$ cat config.mk
export PLATFORM = sky130hd
export DESIGN_NAME = xorshift32_ranged_random_top
export DESIGN_NICKNAME = d
export VERILOG_FILES = /design/src/design/xrr_pkg.sv /design/src/design/xrr_front.sv /design/src/design/xrr_queue.sv /design/src/design/xrr_back.sv /design/src/design/xorshift32_ranged_random_top.sv
export SDC_FILE = /design/constraint.sdc
export NUM_CORES = 1
export LEC_CHECK = 0
export BUFFER_PORTS_ARGS = -buffer_cell sky130_fd_sc_hd__buf_2
export CAP_MARGIN = 20
export CORE_MARGIN = 1.5
export CORE_UTILIZATION = 45
export DETAILED_ROUTE_END_ITERATION = 10
export PLACE_DENSITY = 0.7
export SYNTH_ARGS = -nofsm -noshare
export SYNTH_HDL_FRONTEND = slang
export SYNTH_HIERARCHICAL = 1
export SYNTH_SLANG_ARGS = --single-unit
$ cat constraint.sdc
create_clock -name clk -period 10.1 [get_ports clk]
set_input_delay 0.505 -clock clk [delete_from_list [all_inputs] [get_ports clk]]
set_output_delay 0.505 -clock clk [all_outputs]
set_load 0.02 [all_outputs]
$ cat src/design/xrr_pkg.sv
// Shared types, constants and the xorshift step for the ranged random generator.
// No dependencies.
package xrr_pkg;

  localparam int DATA_W = 32;
  localparam int CNT_W = $clog2(DATA_W);
  localparam int SHIFT_A = 13;
  localparam int SHIFT_B = 17;
  localparam int SHIFT_C = 5;
  localparam logic [DATA_W-1:0] SEED_RESET = 32'd1234;
  localparam int QUEUE_DEPTH_DEF = 2;

  typedef struct packed {
    logic [DATA_W-1:0] raw;
    logic [DATA_W-1:0] low;
    logic [DATA_W-1:0] span;
  } xrr_item_t;

  typedef struct packed {
    logic full;
    logic empty;
  } q_stat_t;

  typedef enum logic [1:0] {
    B_IDLE,
    B_RUN,
    B_HOLD
  } back_state_t;

  function automatic logic [DATA_W-1:0] xs_advance(input logic [DATA_W-1:0] x);
    logic [DATA_W-1:0] a;
    logic [DATA_W-1:0] b;
    a = x ^ (x << SHIFT_A);
    b = a ^ (a >> SHIFT_B);
    return b ^ (b << SHIFT_C);
  endfunction

endpackage

$ cat src/design/xrr_front.sv
// Front end: takes requests, steps the xorshift state, forms the span.
// Depends on xrr_pkg.
module xrr_front import xrr_pkg::*; (
  input  logic              clk,
  input  logic              rst_n,
  input  logic              cfg_we,
  input  logic [DATA_W-1:0] cfg_wdata,
  input  logic              in_valid,
  output logic              in_ready,
  input  logic [DATA_W-1:0] in_range_low,
  input  logic [DATA_W-1:0] in_range_high,
  input  q_stat_t           q_stat,
  output logic              push,
  output xrr_item_t         push_item
);

  logic [DATA_W-1:0] state_r;
  logic [DATA_W-1:0] state_nxt;
  logic [DATA_W-1:0] raw;

  assign raw = xs_advance(state_r);
  assign in_ready = !q_stat.full;
  assign push = in_valid && in_ready;

  always_comb begin
    push_item.raw = raw;
    push_item.low = in_range_low;
    push_item.span = in_range_high - in_range_low + DATA_W'(1);
  end

  always_comb begin
    state_nxt = state_r;
    if (cfg_we) begin
      state_nxt = cfg_wdata;
    end else if (push) begin
      state_nxt = raw;
    end
  end

  always_ff @(posedge clk) begin
    if (!rst_n) begin
      state_r <= SEED_RESET;
    end else begin
      state_r <= state_nxt;
    end
  end

endmodule

$ cat src/design/xrr_queue.sv
// Small item queue between front and back ends.
// Depends on xrr_pkg.
module xrr_queue import xrr_pkg::*; #(
  parameter int DEPTH = QUEUE_DEPTH_DEF
) (
  input  logic      clk,
  input  logic      rst_n,
  input  logic      push,
  input  xrr_item_t push_item,
  input  logic      pop,
  output xrr_item_t pop_item,
  output q_stat_t   q_stat
);

  localparam int PW = $clog2(DEPTH);
  localparam int CW = $clog2(DEPTH + 1);

  xrr_item_t       mem [DEPTH];
  logic [PW-1:0]   wr_ptr_r;
  logic [PW-1:0]   wr_ptr_nxt;
  logic [PW-1:0]   rd_ptr_r;
  logic [PW-1:0]   rd_ptr_nxt;
  logic [CW-1:0]   count_r;
  logic [CW-1:0]   count_nxt;

  assign q_stat.full = (count_r == CW'(DEPTH));
  assign q_stat.empty = (count_r == '0);
  assign pop_item = mem[rd_ptr_r];

  always_comb begin
    wr_ptr_nxt = wr_ptr_r;
    rd_ptr_nxt = rd_ptr_r;
    count_nxt = count_r;
    if (push) begin
      wr_ptr_nxt = (wr_ptr_r == PW'(DEPTH - 1)) ? '0 : wr_ptr_r + PW'(1);
    end
    if (pop) begin
      rd_ptr_nxt = (rd_ptr_r == PW'(DEPTH - 1)) ? '0 : rd_ptr_r + PW'(1);
    end
    if (push && !pop) begin
      count_nxt = count_r + CW'(1);
    end else if (pop && !push) begin
      count_nxt = count_r - CW'(1);
    end
  end

  always_ff @(posedge clk) begin
    if (push) begin
      mem[wr_ptr_r] <= push_item;
    end
  end

  always_ff @(posedge clk) begin
    if (!rst_n) begin
      wr_ptr_r <= '0;
      rd_ptr_r <= '0;
      count_r <= '0;
    end else begin
      wr_ptr_r <= wr_ptr_nxt;
      rd_ptr_r <= rd_ptr_nxt;
      count_r <= count_nxt;
    end
  end

endmodule

$ cat src/design/xrr_back.sv
// Back end: restoring radix-2 modulo, one quotient bit a cycle, and result register.
// Depends on xrr_pkg.
module xrr_back import xrr_pkg::*; (
  input  logic              clk,
  input  logic              rst_n,
  input  q_stat_t           q_stat,
  input  xrr_item_t         pop_item,
  output logic              pop,
  output logic              out_valid,
  input  logic              out_ready,
  output logic [DATA_W-1:0] out_raw_value,
  output logic [DATA_W-1:0] out_ranged_value,
  output logic              out_hit_low
);

  back_state_t       state_r;
  back_state_t       state_nxt;
  logic [CNT_W-1:0]  cnt_r;
  logic [DATA_W-1:0] dvd_r;
  logic [DATA_W-1:0] rem_r;
  logic [DATA_W-1:0] rem_nxt;
  logic [DATA_W-1:0] span_r;
  logic [DATA_W-1:0] low_r;
  logic [DATA_W-1:0] raw_r;
  logic [DATA_W:0]   trial;

  // a zero span subtracts nothing, so the remainder ends as the raw word
  always_comb begin
    trial = {rem_r, dvd_r[DATA_W-1]};
    if (trial >= {1'b0, span_r}) begin
      trial = trial - {1'b0, span_r};
    end
    rem_nxt = trial[DATA_W-1:0];
  end

  always_comb begin
    state_nxt = state_r;
    case (state_r)
      B_IDLE: begin
        if (!q_stat.empty) begin
          state_nxt = B_RUN;
        end
      end
      B_RUN: begin
        if (cnt_r == '0) begin
          state_nxt = B_HOLD;
        end
      end
      B_HOLD: begin
        if (out_ready) begin
          state_nxt = B_IDLE;
        end
      end
      default: state_nxt = B_IDLE;
    endcase
  end

  always_comb begin
    pop = (state_r == B_IDLE) && !q_stat.empty;
    out_valid = (state_r == B_HOLD);
  end

  assign out_raw_value = raw_r;
  assign out_ranged_value = rem_r + low_r;
  assign out_hit_low = (rem_r == '0);

  always_ff @(posedge clk) begin
    if (!rst_n) begin
      state_r <= B_IDLE;
      cnt_r <= '0;
    end else begin
      state_r <= state_nxt;
      if (pop) begin
        cnt_r <= CNT_W'(DATA_W - 1);
      end else if (state_r == B_RUN) begin
        cnt_r <= cnt_r - CNT_W'(1);
      end
    end
  end

  always_ff @(posedge clk) begin
    if (pop) begin
      dvd_r <= pop_item.raw;
      raw_r <= pop_item.raw;
      span_r <= pop_item.span;
      low_r <= pop_item.low;
      rem_r <= '0;
    end else if (state_r == B_RUN) begin
      dvd_r <= dvd_r << 1;
      rem_r <= rem_nxt;
    end
  end

endmodule

$ cat src/design/xorshift32_ranged_random_top.sv
// Top level of the ranged xorshift32 generator: front end, item queue, modulo back end.
// Depends on xrr_pkg, xrr_front, xrr_queue, xrr_back.
//
//   channel | signals                                         | direction
//   in      | in_valid, in_ready, in_range_low, in_range_high  | request in
//   out     | out_valid, out_ready, out_raw_value,             | result out
//           | out_ranged_value, out_hit_low                    |
//   cfg     | cfg_we, cfg_wdata (seed, loads the state)        | write only
//
// In the back end an item is loaded from the queue, goes through 32 modulo steps, then is handed off.
// The bit-serial modulo unit sets the rate; the queue takes items up to QUEUE_DEPTH ahead.
// Synchronous active-low reset loads the state with 1234 and empties the queue.
// A stalled result holds the back end; the front keeps taking items until the queue fills.
module xorshift32_ranged_random_top import xrr_pkg::*; #(
  parameter int QUEUE_DEPTH = QUEUE_DEPTH_DEF
) (
  input  logic                     clk,
  input  logic                     rst_n,
  input  logic                     cfg_we,
  input  logic [DATA_W-1:0]        cfg_wdata,
  input  logic                     in_valid,
  output logic                     in_ready,
  input  logic signed [DATA_W-1:0] in_range_low,
  input  logic signed [DATA_W-1:0] in_range_high,
  output logic                     out_valid,
  input  logic                     out_ready,
  output logic [DATA_W-1:0]        out_raw_value,
  output logic signed [DATA_W-1:0] out_ranged_value,
  output logic                     out_hit_low
);

  q_stat_t   q_stat;
  logic      push;
  logic      pop;
  xrr_item_t push_item;
  xrr_item_t pop_item;
  logic [DATA_W-1:0] ranged_u;

  xrr_front u_front (
    .clk          (clk),
    .rst_n        (rst_n),
    .cfg_we       (cfg_we),
    .cfg_wdata    (cfg_wdata),
    .in_valid     (in_valid),
    .in_ready     (in_ready),
    .in_range_low (in_range_low),
    .in_range_high(in_range_high),
    .q_stat       (q_stat),
    .push         (push),
    .push_item    (push_item)
  );

  xrr_queue #(
    .DEPTH(QUEUE_DEPTH)
  ) u_queue (
    .clk      (clk),
    .rst_n    (rst_n),
    .push     (push),
    .push_item(push_item),
    .pop      (pop),
    .pop_item (pop_item),
    .q_stat   (q_stat)
  );

  xrr_back u_back (
    .clk             (clk),
    .rst_n           (rst_n),
    .q_stat          (q_stat),
    .pop_item        (pop_item),
    .pop             (pop),
    .out_valid       (out_valid),
    .out_ready       (out_ready),
    .out_raw_value   (out_raw_value),
    .out_ranged_value(ranged_u),
    .out_hit_low     (out_hit_low)
  );

  assign out_ranged_value = ranged_u;

`ifndef SYNTH
  a_no_push_full: assert property (@(posedge clk) disable iff (!rst_n)
    push |-> !q_stat.full) else $error("push into full queue");

  a_accept_queues: assert property (@(posedge clk) disable iff (!rst_n)
    (in_valid && in_ready) |=> !q_stat.empty) else $error("accepted item not queued");

  a_one_result: assert property (@(posedge clk) disable iff (!rst_n)
    (out_valid && out_ready) |=> !out_valid) else $error("result repeated");

  a_pop_idle: assert property (@(posedge clk) disable iff (!rst_n)
    pop |=> !out_valid) else $error("pop while result pending");
`endif

endmodule
==> out/qor_table.md, run 1 <==
| Metric | This run | Unit |
|:---|:---|:---|
| Required time at the worst-slack endpoint | 9600 | ps |
| Clock insertion delay at the later pin of the skew report | 550 | ps |
| Mapped Cells | 1790 | - |
| H-tree depth | 2 | - |
| Routed vias/inst | 5.42 | - |
| Number of hold-repair buffers added at the cts stage | 0 | - |
| Detailed Route WL | 48500 | µm |
| Die Span Y | 220 | µm |
| Start-to-end type of the worst setup path | flop to primary output | - |
| Leakage dissipation | 9.59 | nW |
| Final Hold Violating Endpoints | 0 | - |
| Total iterations of the first detailed-routing run | 7 | - |
| Wire length of the first global-routing pass | 74900 | µm |
| Worst slew margin relative to its limit | 31.9 | % |
| Yosys top cell area share | 45.3 | % |
| Nets | 2147 | - |
| Die boundary width | 220 | µm |
| Area of the core region | 0.0466 | mm² |
| Final RePlAce weighted congestion | 0.885 | - |
| Io pins | 168 | - |
| Crit path largest cell delay | 580 | ps |
| ANT cells | 0 | - |
| Synth Area per Inst | 11.9 | µm² |
| Total global routing overflow | 0 | - |
| Setup violators final | 0 | - |
| Setup TNS Final | 0 | ps |
| Sink Count | 396 | - |
| Syn nets | 2021 | - |
| Final setup skew | 18.1 | ps |
| Number of buffers inserted by post-CTS setup repair | 0 | - |
| Maximum number of pins on one net before global-route repair | 104 | - |
| Max stage delay cell, worst path | sky130_fd_sc_hd__a2111oi_2 | - |
| Worst min-delay path category | input port to flop | - |
| Cts repair resizes | 0 | - |
| Most used standard cells in the synthesized netlist | 320 x sky130_fd_sc_hd__edfxtp_1, 128 x sky130_fd_sc_hd__nand2_1, 128 x sky130_fd_sc_hd__nor2_1, 127 x sky130_fd_sc_hd__ha_1, 106 x sky130_fd_sc_hd__xnor2_1 | - |
| Reg area | 0.0111 | mm² |
| Dominant cell type by area after synthesis | sky130_fd_sc_hd__edfxtp_1 | - |
| Top flip-flop cell by instance count after synthesis | sky130_fd_sc_hd__edfxtp_1 | - |
| Iteration-0 DRC count of the detailed router | 796 | - |
| Final routed DRC violation total | 0 | - |
| Crit path DAT | 3830 | ps |
| Status | complete, no violations | - |
| Clock tree from TritonCTS | yes | - |
| Number of synthesized register bits | 396 | - |
| Actual transition at the worst max-transition pin | 1020 | ps |
| Number of max-slew violations in the final report | 0 | - |
| FMAX | 230 | MHz |
| Fillers | 4051 | - |
| Synth Area in Compound Gates | 11.8 | % |
| GRT Resource Usage Total | 19.9 | % |
| Main combinational cell family by area after synthesis | compound AO/OA/AOI/OAI gates | - |
| Proportion of synthesized area in mux cells | 8.15 | % |
| Adder-cell area share of the yosys netlist | 7.77 | % |
| Clock tree root driver cell | sky130_fd_sc_hd__clkbuf_16 | - |
| Nature of the critical path endpoint | primary output | - |
| Share of cells above drive strength 1 | 20.3 | % |
| Buffers on Ports | 167 | - |
| Remaining antenna violation count after routing | 0 | - |
| Clock buffer count from CTS | 42 | - |
| Total of max-cap violations | 0 | - |
| Worst supply voltage drop on vdd | 0.000214 | V |
| Async S/R FF share, synth | 0 | % |
| Average wire per cell in the routed design | 19.0 | µm |
| Total power after layout | 6.57 | mW |
| Initial antenna violation count | 0 | - |
| Synthesized-area fraction occupied by and/or/nand/nor cells | 8.83 | % |
| Setup repair after global routing missed its margin | no | - |
| Period utilization | 43.0 | % |
| Half-perimeter wire length after placement | 34700 | µm |
| Post-synth EDFFs | 320 | - |
| Cell with the most instances after synthesis | sky130_fd_sc_hd__edfxtp_1 | - |
| Portion of the post-synthesis area used by sequential elements | 52.4 | % |
| Count of unique library cells instantiated by Yosys | 80 | - |
| Area of combinational cells with multiple inputs | 0.00916 | mm² |
| Fin util | 51.0 | % |
| Total die area | 0.0485 | mm² |
| Shortest clock period the worst path allows after layout | 4340 | ps |
| Initial Utilization | 45.6 | % |
| Via count of the first global-routing pass | 13857 | - |
| Buffers from clock root to sink, at most | 3 | - |
| Main area contributors after synthesis | sky130_fd_sc_hd__edfxtp_1 45%, sky130_fd_sc_hd__ha_1 7.5%, sky130_fd_sc_hd__dfxtp_1 7.2% | - |
| Layout area overhead | 11.9 | % |
| Count of warnings emitted by yosys | 6 | - |
| Element type at the critical path start | flop | - |
| Number of placement rows | 79 | - |
| Cell area after synthesis | 0.0212 | mm² |
| Xor/xnor share of the synthesized area | 6.48 | % |
| Power density cells | 277 | mW/mm² |
| Cell type group with the largest total delay on the critical path | compound AO/OA/AOI/OAI gates | - |
| Worst-path clk slew | 60 | ps |
| Largest fanout on the critical path | 6 | - |
| Total vias in the final route | 13851 | - |
| Combined buffer and inverter count along the critical path | 1 | - |
| Cells along the critical path | ha_1, fa_1, a211oi_1, o21ai_1, a21o_1, a21oi_1, o21ai_1, a2111oi_2, o31ai_1, a21oi_1, xnor2_1, buf_2 | - |
## metal layers
metal,routed length (µm),GRT usage (%),up-vias
met5,0,0,-
li1,-,-,6760
met4,1230,5.96,0
met2,24500,35.6,338
met1,20800,25.2,6678
met3,2030,2.36,75
## through the flow
step                hold WS (ps)  worst slack, ps  cell area [µm²]  cells
global placement             476             6370            22300   2478
CTS                          139             5770            23700   2555
floorplan                    466             3970            21200   1790
global route                 145             5590            23800   2556
detailed placement           518             6350            22300   2478
finish                       165             5760            23800   2556
## flip-flops by register name, indices dropped and copies added, names as in the netlist, named ones only
name                  flops
u_queue/rd_ptr_r          1
u_back/state_r            2
u_front/state_r          32
u_queue/mem             192
u_back/dvd_r             32
u_back/out_raw_value     32
u_back/cnt_r              5
u_back/low_r             32
u_back/rem_r             32
u_back/span_r            32
u_queue/wr_ptr_r          1
u_queue/count_r           2
## report_power, final
part	switching, mW	internal (mW)
registers	0.212	2.47
logic	1.44	0.907
clock network	0.630	0.923
total	2.28	4.30
## kinds of logic (layout without fill, tap and decap cells)
group	count (synthesis)	in the layout
and+or+nand+nor	401	401
DFF	396	396
AOI/OAI and AO/OA	372	372
buffers and inverters	192	351
xor gates and xnor gates	157	157
muxes	142	142
adders and majority gates	130	130
## cell type report
cell class / count / share of cell area (%)
tap: 607 / 3.20
timing repair buffer: 179 / 4.00
sequential: 396 / 46.9
clock inverter: 24 / 1.14
clock buffer: 53 / 4.73
inverter: 95 / 1.50
multi-input combinational: 1202 / 38.6
## placed cells by master, fill, tap and decap left out, types with 43 or more instances in the layout
cell and instances:
sky130_fd_sc_hd__clkbuf_16 43, sky130_fd_sc_hd__a21o_1 43, sky130_fd_sc_hd__xor2_1 51, sky130_fd_sc_hd__nor2_1 127
sky130_fd_sc_hd__o21ai_0 54, sky130_fd_sc_hd__inv_1 93, sky130_fd_sc_hd__buf_2 167, sky130_fd_sc_hd__edfxtp_1 320
sky130_fd_sc_hd__nand2_1 128, sky130_fd_sc_hd__xnor2_1 106, sky130_fd_sc_hd__mux2_2 87, sky130_fd_sc_hd__ha_1 127
sky130_fd_sc_hd__a21oi_1 91, sky130_fd_sc_hd__dfxtp_1 75
## final timing paths
kind | from | to | slack (ps) | cells past startpoint
worst max-delay path | u_back/rem_r[0] | out_ranged_value[20] | 5760 | 12
worst min-delay path | in_range_low[4] | u_queue/mem[1][36] | 160 | 1
worst max register to register | u_back/rem_r[6] | u_back/rem_r[9] | 6600 | 10
worst min register to register | u_back/rem_r[20] | u_back/rem_r[20] | 530 | 2
## worst register-to-register path, cell delays in order (launching register included)
cell and delay (ps):
sky130_fd_sc_hd__dfxtp_1 450, sky130_fd_sc_hd__ha_1 330, sky130_fd_sc_hd__a21o_1 210, sky130_fd_sc_hd__a31oi_1 180, sky130_fd_sc_hd__o21ai_0 180, sky130_fd_sc_hd__nor3_4 420, sky130_fd_sc_hd__a2111oi_4 160, sky130_fd_sc_hd__o22ai_4 140
sky130_fd_sc_hd__buf_4 490, sky130_fd_sc_hd__or2_0 620, sky130_fd_sc_hd__o21ai_1 160
(Power assumes the default switching activity.)
==> run 2: changes to the inputs <==
--- a/config.mk
+++ b/config.mk
@@ -10,7 +10,7 @@
 export CORE_MARGIN = 1.5
 export CORE_UTILIZATION = 45
 export DETAILED_ROUTE_END_ITERATION = 10
-export PLACE_DENSITY = 0.7
+export PLACE_DENSITY = 0.72
 export SYNTH_ARGS = -nofsm -noshare
 export SYNTH_HDL_FRONTEND = slang
 export SYNTH_HIERARCHICAL = 1
==> constraint.sdc (replaced) <==
create_clock -name clk -period 3.53 [get_ports clk]
set_input_delay 0.1765 -clock clk [delete_from_list [all_inputs] [get_ports clk]]
set_output_delay 0.1765 -clock clk [all_outputs]
set_load 0.02 [all_outputs]
==> run 2 against run 1 <==
The run now ends with negative setup slack left; sequential power grew to 2.9 times the previous value; worst hold slack lost 130 ps; clock-buffer cell count shrank 4; largest power group unchanged; utilization grew 2.0 points; first-iteration DRC count grew 13%; flip-flop and latch count is the same; cell area grew 3.9%; non-clock buffer count grew 83; largest cell class unchanged; via count grew 3.4%; clock skew grew 3.4 ps.
==> out/qor_table.md, run 2 (synthesis results as in run 1) <==
| Metric | This run | Unit |
|:---|:---|:---|
| Clock buffer count from CTS | 40 | - |
| Cell type group with the largest total delay on the critical path | compound AO/OA/AOI/OAI gates | - |
| Violations in the final reports | negative setup slack | - |
| Clock tree from TritonCTS | yes | - |
| Clock insertion delay at the later pin of the skew report | 550 | ps |
| Final setup skew | 21.5 | ps |
| Initial Utilization | 45.6 | % |
| Nature of the critical path endpoint | primary output | - |
| Worst slew margin relative to its limit | 33.7 | % |
| Io pins | 168 | - |
| Register name with the most flops | u_queue/mem | - |
| Area of combinational cells with multiple inputs | 0.00932 | mm² |
| Status | finished with violations | - |
| Remaining antenna violation count after routing | 0 | - |
| H-tree depth | 2 | - |
| Total iterations of the first detailed-routing run | 7 | - |
| Nets | 2228 | - |
| Shortest clock period the worst path allows after layout | 3580 | ps |
| Leakage dissipation | 9.95 | nW |
| Setup TNS Final | -54.6 | ps |
| Area of the core region | 0.0466 | mm² |
| Reg area | 0.0111 | mm² |
| Worst supply voltage drop on vdd | 0.000498 | V |
| Fillers | 3847 | - |
| Final RePlAce weighted congestion | 0.850 | - |
| Average wire per cell in the routed design | 18.7 | µm |
| Sink Count | 396 | - |
| Actual transition at the worst max-transition pin | 994 | ps |
| Highest-count cells in the layout ignoring fill and taps | 320 x sky130_fd_sc_hd__edfxtp_1, 165 x sky130_fd_sc_hd__buf_2, 128 x sky130_fd_sc_hd__nand2_1, 126 x sky130_fd_sc_hd__nor2_1, 117 x sky130_fd_sc_hd__ha_1 | - |
| Combined buffer and inverter count along the critical path | 3 | - |
| Share of cells above drive strength 1 | 22.2 | % |
| Element type at the critical path start | flop | - |
| Largest fanout on the critical path | 5 | - |
| Comb power frac | 36.5 | % |
| Flop pwr share | 40.7 | % |
| ANT cells | 0 | - |
| Detailed Route WL | 49200 | µm |
| Routed vias/inst | 5.43 | - |
| Worst hold slack across all endpoints | 38.6 | ps |
| Power density cells | 763 | mW/mm² |
| Iteration-0 DRC count of the detailed router | 897 | - |
| Most frequent standard cell in the layout excluding fill and tap cells | sky130_fd_sc_hd__edfxtp_1 | - |
| Number of placement rows | 79 | - |
| Critical path's most frequent cell | sky130_fd_sc_hd__buf_4 | - |
| Total die area | 0.0485 | mm² |
| Post-place setup slack | 180 | ps |
| Number of max-slew violations in the final report | 0 | - |
| Half-perimeter wire length after placement | 35200 | µm |
| Die Span Y | 220 | µm |
| Total vias in the final route | 14316 | - |
| Setup repair after global routing missed its margin | yes | - |
| Crit path largest cell delay | 440 | ps |
| Fin util | 53.0 | % |
| Wire length of the first global-routing pass | 76900 | µm |
| Switching Fraction | 34.6 | % |
| Setup ws final | -45.1 | ps |
| Worst-path clk slew | 60 | ps |
| Die boundary width | 220 | µm |
| Buffers on Ports | 167 | - |
| Total of max-cap violations | 0 | - |
| Period utilization | 101 | % |
| Layout area overhead | 16.3 | % |
| Maximum number of pins on one net before global-route repair | 72 | - |
| Required time at the worst-slack endpoint | 3350 | ps |
| Internal power summed over all cells | 12.3 | mW |
| Clock share of power | 22.8 | % |
| Final Hold Violating Endpoints | 0 | - |
| Buffers from clock root to sink, at most | 3 | - |
| Initial antenna violation count | 0 | - |
| Cells along the critical path | ha_2, o21ai_0, nor2_1, o211ai_1, buf_4, a211o_1, a21oi_2, o41ai_2, buf_4, nor2_4, nor4_1, a311oi_1, buf_2 | - |
| Crit path DAT | 3400 | ps |
| Total global routing overflow | 0 | - |
| Setup violators final | 2 | - |
| FMAX | 280 | MHz |
| Final routed DRC violation total | 0 | - |
| Clock tree root driver cell | sky130_fd_sc_hd__clkbuf_16 | - |
| Net load switching power | 6.52 | mW |
| Worst min-delay path category | input port to flop | - |
| Via count of the first global-routing pass | 14411 | - |
| Start-to-end type of the worst setup path | flop to primary output | - |
| Max stage delay cell, worst path | sky130_fd_sc_hd__dfxtp_1 | - |
| GRT Resource Usage Total | 20.3 | % |
| Number of flip-flops in the largest register | 192 | - |
run 2: changes by cell type in the layout (fill, tap and decap cells not counted), moves of 3 or more:
cell                            previous run  this run
sky130_fd_sc_hd__dfxtp_2                   0        11
sky130_fd_sc_hd__clkinv_4                  4         1
sky130_fd_sc_hd__ha_1                    127       117
sky130_fd_sc_hd__buf_4                    10        30
sky130_fd_sc_hd__ha_4                      0         6
sky130_fd_sc_hd__clkinv_2                  4         7
sky130_fd_sc_hd__dlygate4sd3_1             0        63
sky130_fd_sc_hd__dfxtp_1                  75        64
sky130_fd_sc_hd__a21oi_2                   0         3
sky130_fd_sc_hd__ha_2                      0         4
sky130_fd_sc_hd__a21oi_1                  91        88
sky130_fd_sc_hd__clkbuf_1                  9         5
run 2: what timing repair did:
action | 4_1_cts | 5_1_grt
setup buffers | 8 | 3
gates cloned | 0 | 0
hold endpoints to repair | 96 | 0
pin swaps | 17 | 7
endpoints found under the setup margin | 6 | 6
hold buffers | 63 | 0
resized for setup | 25 | 17
run 2: per-stage QoR:
step                cells  power [mW]  instance area, µm²
floorplan            1790        12.5               21200
global placement     2488        14.3               22500
detailed placement   2488        14.5               22500
CTS                  2633        19.0               24600
global route         2636        19.9               24700
finish               2636        18.9               24700
run 2: routing by layer:
metal  wire length, µm  GRT usage [%]
met5                 0              0
met4              1450           6.62
met3              2440           2.69
met2             25000           36.5
met1             20300           25.1
run 2: final cells by class:
| class | count | area share (%) |
|---|---|---|
| sequential | 396 | 45.1 |
| multi-input combinational | 1202 | 37.8 |
| timing repair buffer | 262 | 7.13 |
| clock buffer | 49 | 4.44 |
| tap | 607 | 3.08 |
| inverter | 95 | 1.44 |
| clock inverter | 25 | 1.00 |
run 2: power groups by stage:
stage	Clock, mW	Combinational, mW	Sequential [mW]
after floorplan	0	4.74	7.75
after global placement	0	6.59	7.70
after detailed placement	0	6.70	7.75
after CTS	4.39	6.88	7.69
after global routing	4.56	7.51	7.81
final	4.30	6.89	7.67
run 2: path summary, 6_finish.rpt:
kind	cells past startpoint	from	end	slack [ps]
max reg2reg	13	u_back/dvd_r[31]	u_back/rem_r[18]	480
max	13	u_back/rem_r[2]	out_ranged_value[31]	-50
min	3	cfg_wdata[13]	u_front/state_r[13]	40
min reg2reg	2	u_back/rem_r[20]	u_back/rem_r[20]	490
run 2: worst reg2reg max path: stages, from the launching register on:
cell,delay (ps)
sky130_fd_sc_hd__edfxtp_1,430
sky130_fd_sc_hd__inv_1,90
sky130_fd_sc_hd__ha_1,160
sky130_fd_sc_hd__inv_1,50
sky130_fd_sc_hd__fa_1,420
sky130_fd_sc_hd__a211oi_1,310
sky130_fd_sc_hd__o21ai_1,160
sky130_fd_sc_hd__a211o_1,330
sky130_fd_sc_hd__a41oi_1,340
sky130_fd_sc_hd__o21bai_1,140
sky130_fd_sc_hd__a21oi_1,220
sky130_fd_sc_hd__xnor2_1,140
sky130_fd_sc_hd__mux2i_1,80
sky130_fd_sc_hd__o21ai_1,120
==> run 3: changes to the inputs <==
--- a/config.mk
+++ b/config.mk
@@ -11,6 +11,7 @@
 export CORE_UTILIZATION = 45
 export DETAILED_ROUTE_END_ITERATION = 10
 export PLACE_DENSITY = 0.72
+export REMOVE_ABC_BUFFERS = 1
 export SYNTH_ARGS = -nofsm -noshare
 export SYNTH_HDL_FRONTEND = slang
 export SYNTH_HIERARCHICAL = 1
==> run 3 against run 2 <==
Flip-flop and latch count unchanged; largest cell class unchanged; register-to-register slack got worse by 60 ps; global-route usage decreased by 0.41 points; wire length decreased by 2.1%; non-clock buffer count decreased by 3; the run now ends clean.
==> out/qor_table.md, run 3 (synthesis results as in run 1) <==
| Metric | This run | Unit |
|:---|:---|:---|
| Final Hold Violating Endpoints | 0 | - |
| Detailed Route WL | 48200 | µm |
| Total power after layout | 18.6 | mW |
| Clock buffer count from CTS | 41 | - |
| Period utilization | 99.5 | % |
| Largest fanout on the critical path | 3 | - |
| Initial Utilization | 45.6 | % |
| Worst-path clk slew | 60 | ps |
| Met1 global-route usage | 24.9 | % |
| Area of the core region | 0.0466 | mm² |
| Die boundary width | 220 | µm |
| Element type at the critical path start | flop | - |
| Fillers | 3916 | - |
| FMAX | 285 | MHz |
| Cell type group with the largest total delay on the critical path | compound AO/OA/AOI/OAI gates | - |
| Crit path DAT | 3340 | ps |
| Actual transition at the worst max-transition pin | 982 | ps |
| Number of flip-flops in the largest register | 192 | - |
| Start-to-end type of the worst setup path | flop to primary output | - |
| Final setup skew | 13.0 | ps |
| Crit Reg-Reg Startpoint | u_back/dvd_r[31] | - |
| Most crowded layer after global routing | met2 | - |
| Worst hold stages | 2 | - |
| Shortest clock period the worst path allows after layout | 3510 | ps |
| Setup TNS Final | 0 | ps |
| Io pins | 168 | - |
| Half-perimeter wire length after placement | 34200 | µm |
| Required time at the worst-slack endpoint | 3350 | ps |
| H-tree depth | 2 | - |
| Remaining antenna violation count after routing | 0 | - |
| Wire length of the first global-routing pass | 74900 | µm |
| Post-place setup slack | 106 | ps |
| Average wire per cell in the routed design | 18.3 | µm |
| Worst flop-to-flop path endpoint | u_back/rem_r[18] | - |
| Most frequent standard cell in the layout excluding fill and tap cells | sky130_fd_sc_hd__edfxtp_1 | - |
| Met3 demand-to-capacity share in global routing | 3.35 | % |
| Cell total after placement | 2488 | - |
| Cells along the critical path | ha_2, fa_2, a211oi_4, o21ai_2, a21o_1, a21oi_2, o21ai_2, a2111oi_4, o31ai_2, a21oi_1, xnor2_1, buf_4 | - |
| Final routed DRC violation total | 0 | - |
| Share of cells above drive strength 1 | 21.9 | % |
| Buffers from clock root to sink, at most | 3 | - |
| Crit path largest cell delay | 460 | ps |
| Total die area | 0.0485 | mm² |
| Cell Count, Final, Fillers Out | 2636 | - |
| Global-route met2 utilization | 34.3 | % |
| Total iterations of the first detailed-routing run | 5 | - |
| Layout area overhead | 16.3 | % |
| Combined buffer and inverter count along the critical path | 1 | - |
| Capture endpoint of the worst hold path | u_front/state_r[4] | - |
| Via count of the first global-routing pass | 14012 | - |
| Setup ws final | 16.8 | ps |
| Worst slew margin relative to its limit | 34.5 | % |
| Highest-count cells in the layout ignoring fill and taps | 320 x sky130_fd_sc_hd__edfxtp_1, 165 x sky130_fd_sc_hd__buf_2, 128 x sky130_fd_sc_hd__nand2_1, 125 x sky130_fd_sc_hd__nor2_1, 118 x sky130_fd_sc_hd__ha_1 | - |
| Power density cells | 754 | mW/mm² |
| Clock insertion delay at the later pin of the skew report | 560 | ps |
| Iteration-0 DRC count of the detailed router | 856 | - |
| Leakage dissipation | 9.94 | nW |
| Max stage delay cell, worst path | sky130_fd_sc_hd__a2111oi_4 | - |
| Critical path's most frequent cell | sky130_fd_sc_hd__o21ai_2 | - |
| Maximum number of pins on one net before global-route repair | 102 | - |
| Nets | 2226 | - |
| Routed vias/inst | 5.35 | - |
| Total of max-cap violations | 0 | - |
| Cells on worst reg2reg path | 13 | - |
| Setup violators final | 0 | - |
| Buffers on Ports | 167 | - |
| Start point of the worst hold path | rst_n | - |
| Status | complete, no violations | - |
| Area of combinational cells with multiple inputs | 0.00936 | mm² |
| Setup repair after global routing missed its margin | yes | - |
| Sink Count | 396 | - |
| Total vias in the final route | 14107 | - |
| Clock tree root driver cell | sky130_fd_sc_hd__clkbuf_16 | - |
| Register-to-register path setup slack | 420 | ps |
| Final RePlAce weighted congestion | 0.858 | - |
| GRT Resource Usage Total | 19.9 | % |
| Die Span Y | 220 | µm |
| Reg area | 0.0111 | mm² |
| Number of max-slew violations in the final report | 0 | - |
| Worst min-delay path category | input port to flop | - |
| Number of placement rows | 79 | - |
| Worst supply voltage drop on vdd | 0.000479 | V |
| Total global routing overflow | 0 | - |
| Initial antenna violation count | 0 | - |
| Register name with the most flops | u_queue/mem | - |
| Worst hold slack across all endpoints | 138 | ps |
| Clock tree from TritonCTS | yes | - |
| Nature of the critical path endpoint | primary output | - |
## run 3: cell count changes in the layout (fill, tap and decap cells not counted), sizes merged
cell / change
clkinv: +1
diode: +1
clkbuf: +7
dlygate4sd3: +3
bufinv: -4
clkinvlp: -2
buf: -6
## run 3: timing repair
item,in CTS,in global routing
hold buffers,66,0
hold endpoints to repair,99,0
setup buffers,5,0
pin swaps,12,11
endpoints found under the setup margin,6,8
gates resized for setup,31,10
gates cloned,0,0
## run 3: through the flow
stage	util, %	instance area, µm²
2_1_floorplan	-	20600
3_3_place_gp	48.3	22500
3_5_place_dp	48.3	22500
4_1_cts	52.9	24600
5_1_grt	53.0	24700
6_report	53.0	24700
## run 3: final cells by class
class,instances,share of cell area (%)
flip-flops and latches,396,45.2
inverters,95,1.45
repair buffers,259,7.18
clock inverters,20,0.558
well taps,607,3.08
clock buffers,56,4.63
multi-input cells,1202,37.9
diodes,1,0.0101
## run 3: worst max-delay path by stage
stage                        from              endpoint  slack, ps  depth (start not counted)
2_1_floorplan  u_queue/count_r[0]       u_back/dvd_r[0]     -11680                          4
3_3_place_gp      u_back/low_r[0]  out_ranged_value[20]        150                         12
3_5_place_dp      u_back/low_r[0]  out_ranged_value[20]        110                         12
4_1_cts           u_back/low_r[0]  out_ranged_value[20]        -50                         12
5_1_grt           u_back/low_r[0]  out_ranged_value[20]       -210                         12
6_report          u_back/low_r[0]  out_ranged_value[20]         20                         12
## run 3: layer usage
layer | share of wire, % | vias to the layer above
li1 | - | 6904
met1 | 42 | 6762
met2 | 49 | 344
met3 | 4.9 | 97
met4 | 3.7 | 0
met5 | 0 | -
## run 3: power by group
| part | internal [mW] | switching [mW] |
|---|---|---|
| sequential | 7.05 | 0.566 |
| combinational | 2.75 | 4.14 |
| clock | 2.30 | 1.79 |
| total | 12.1 | 6.50 |
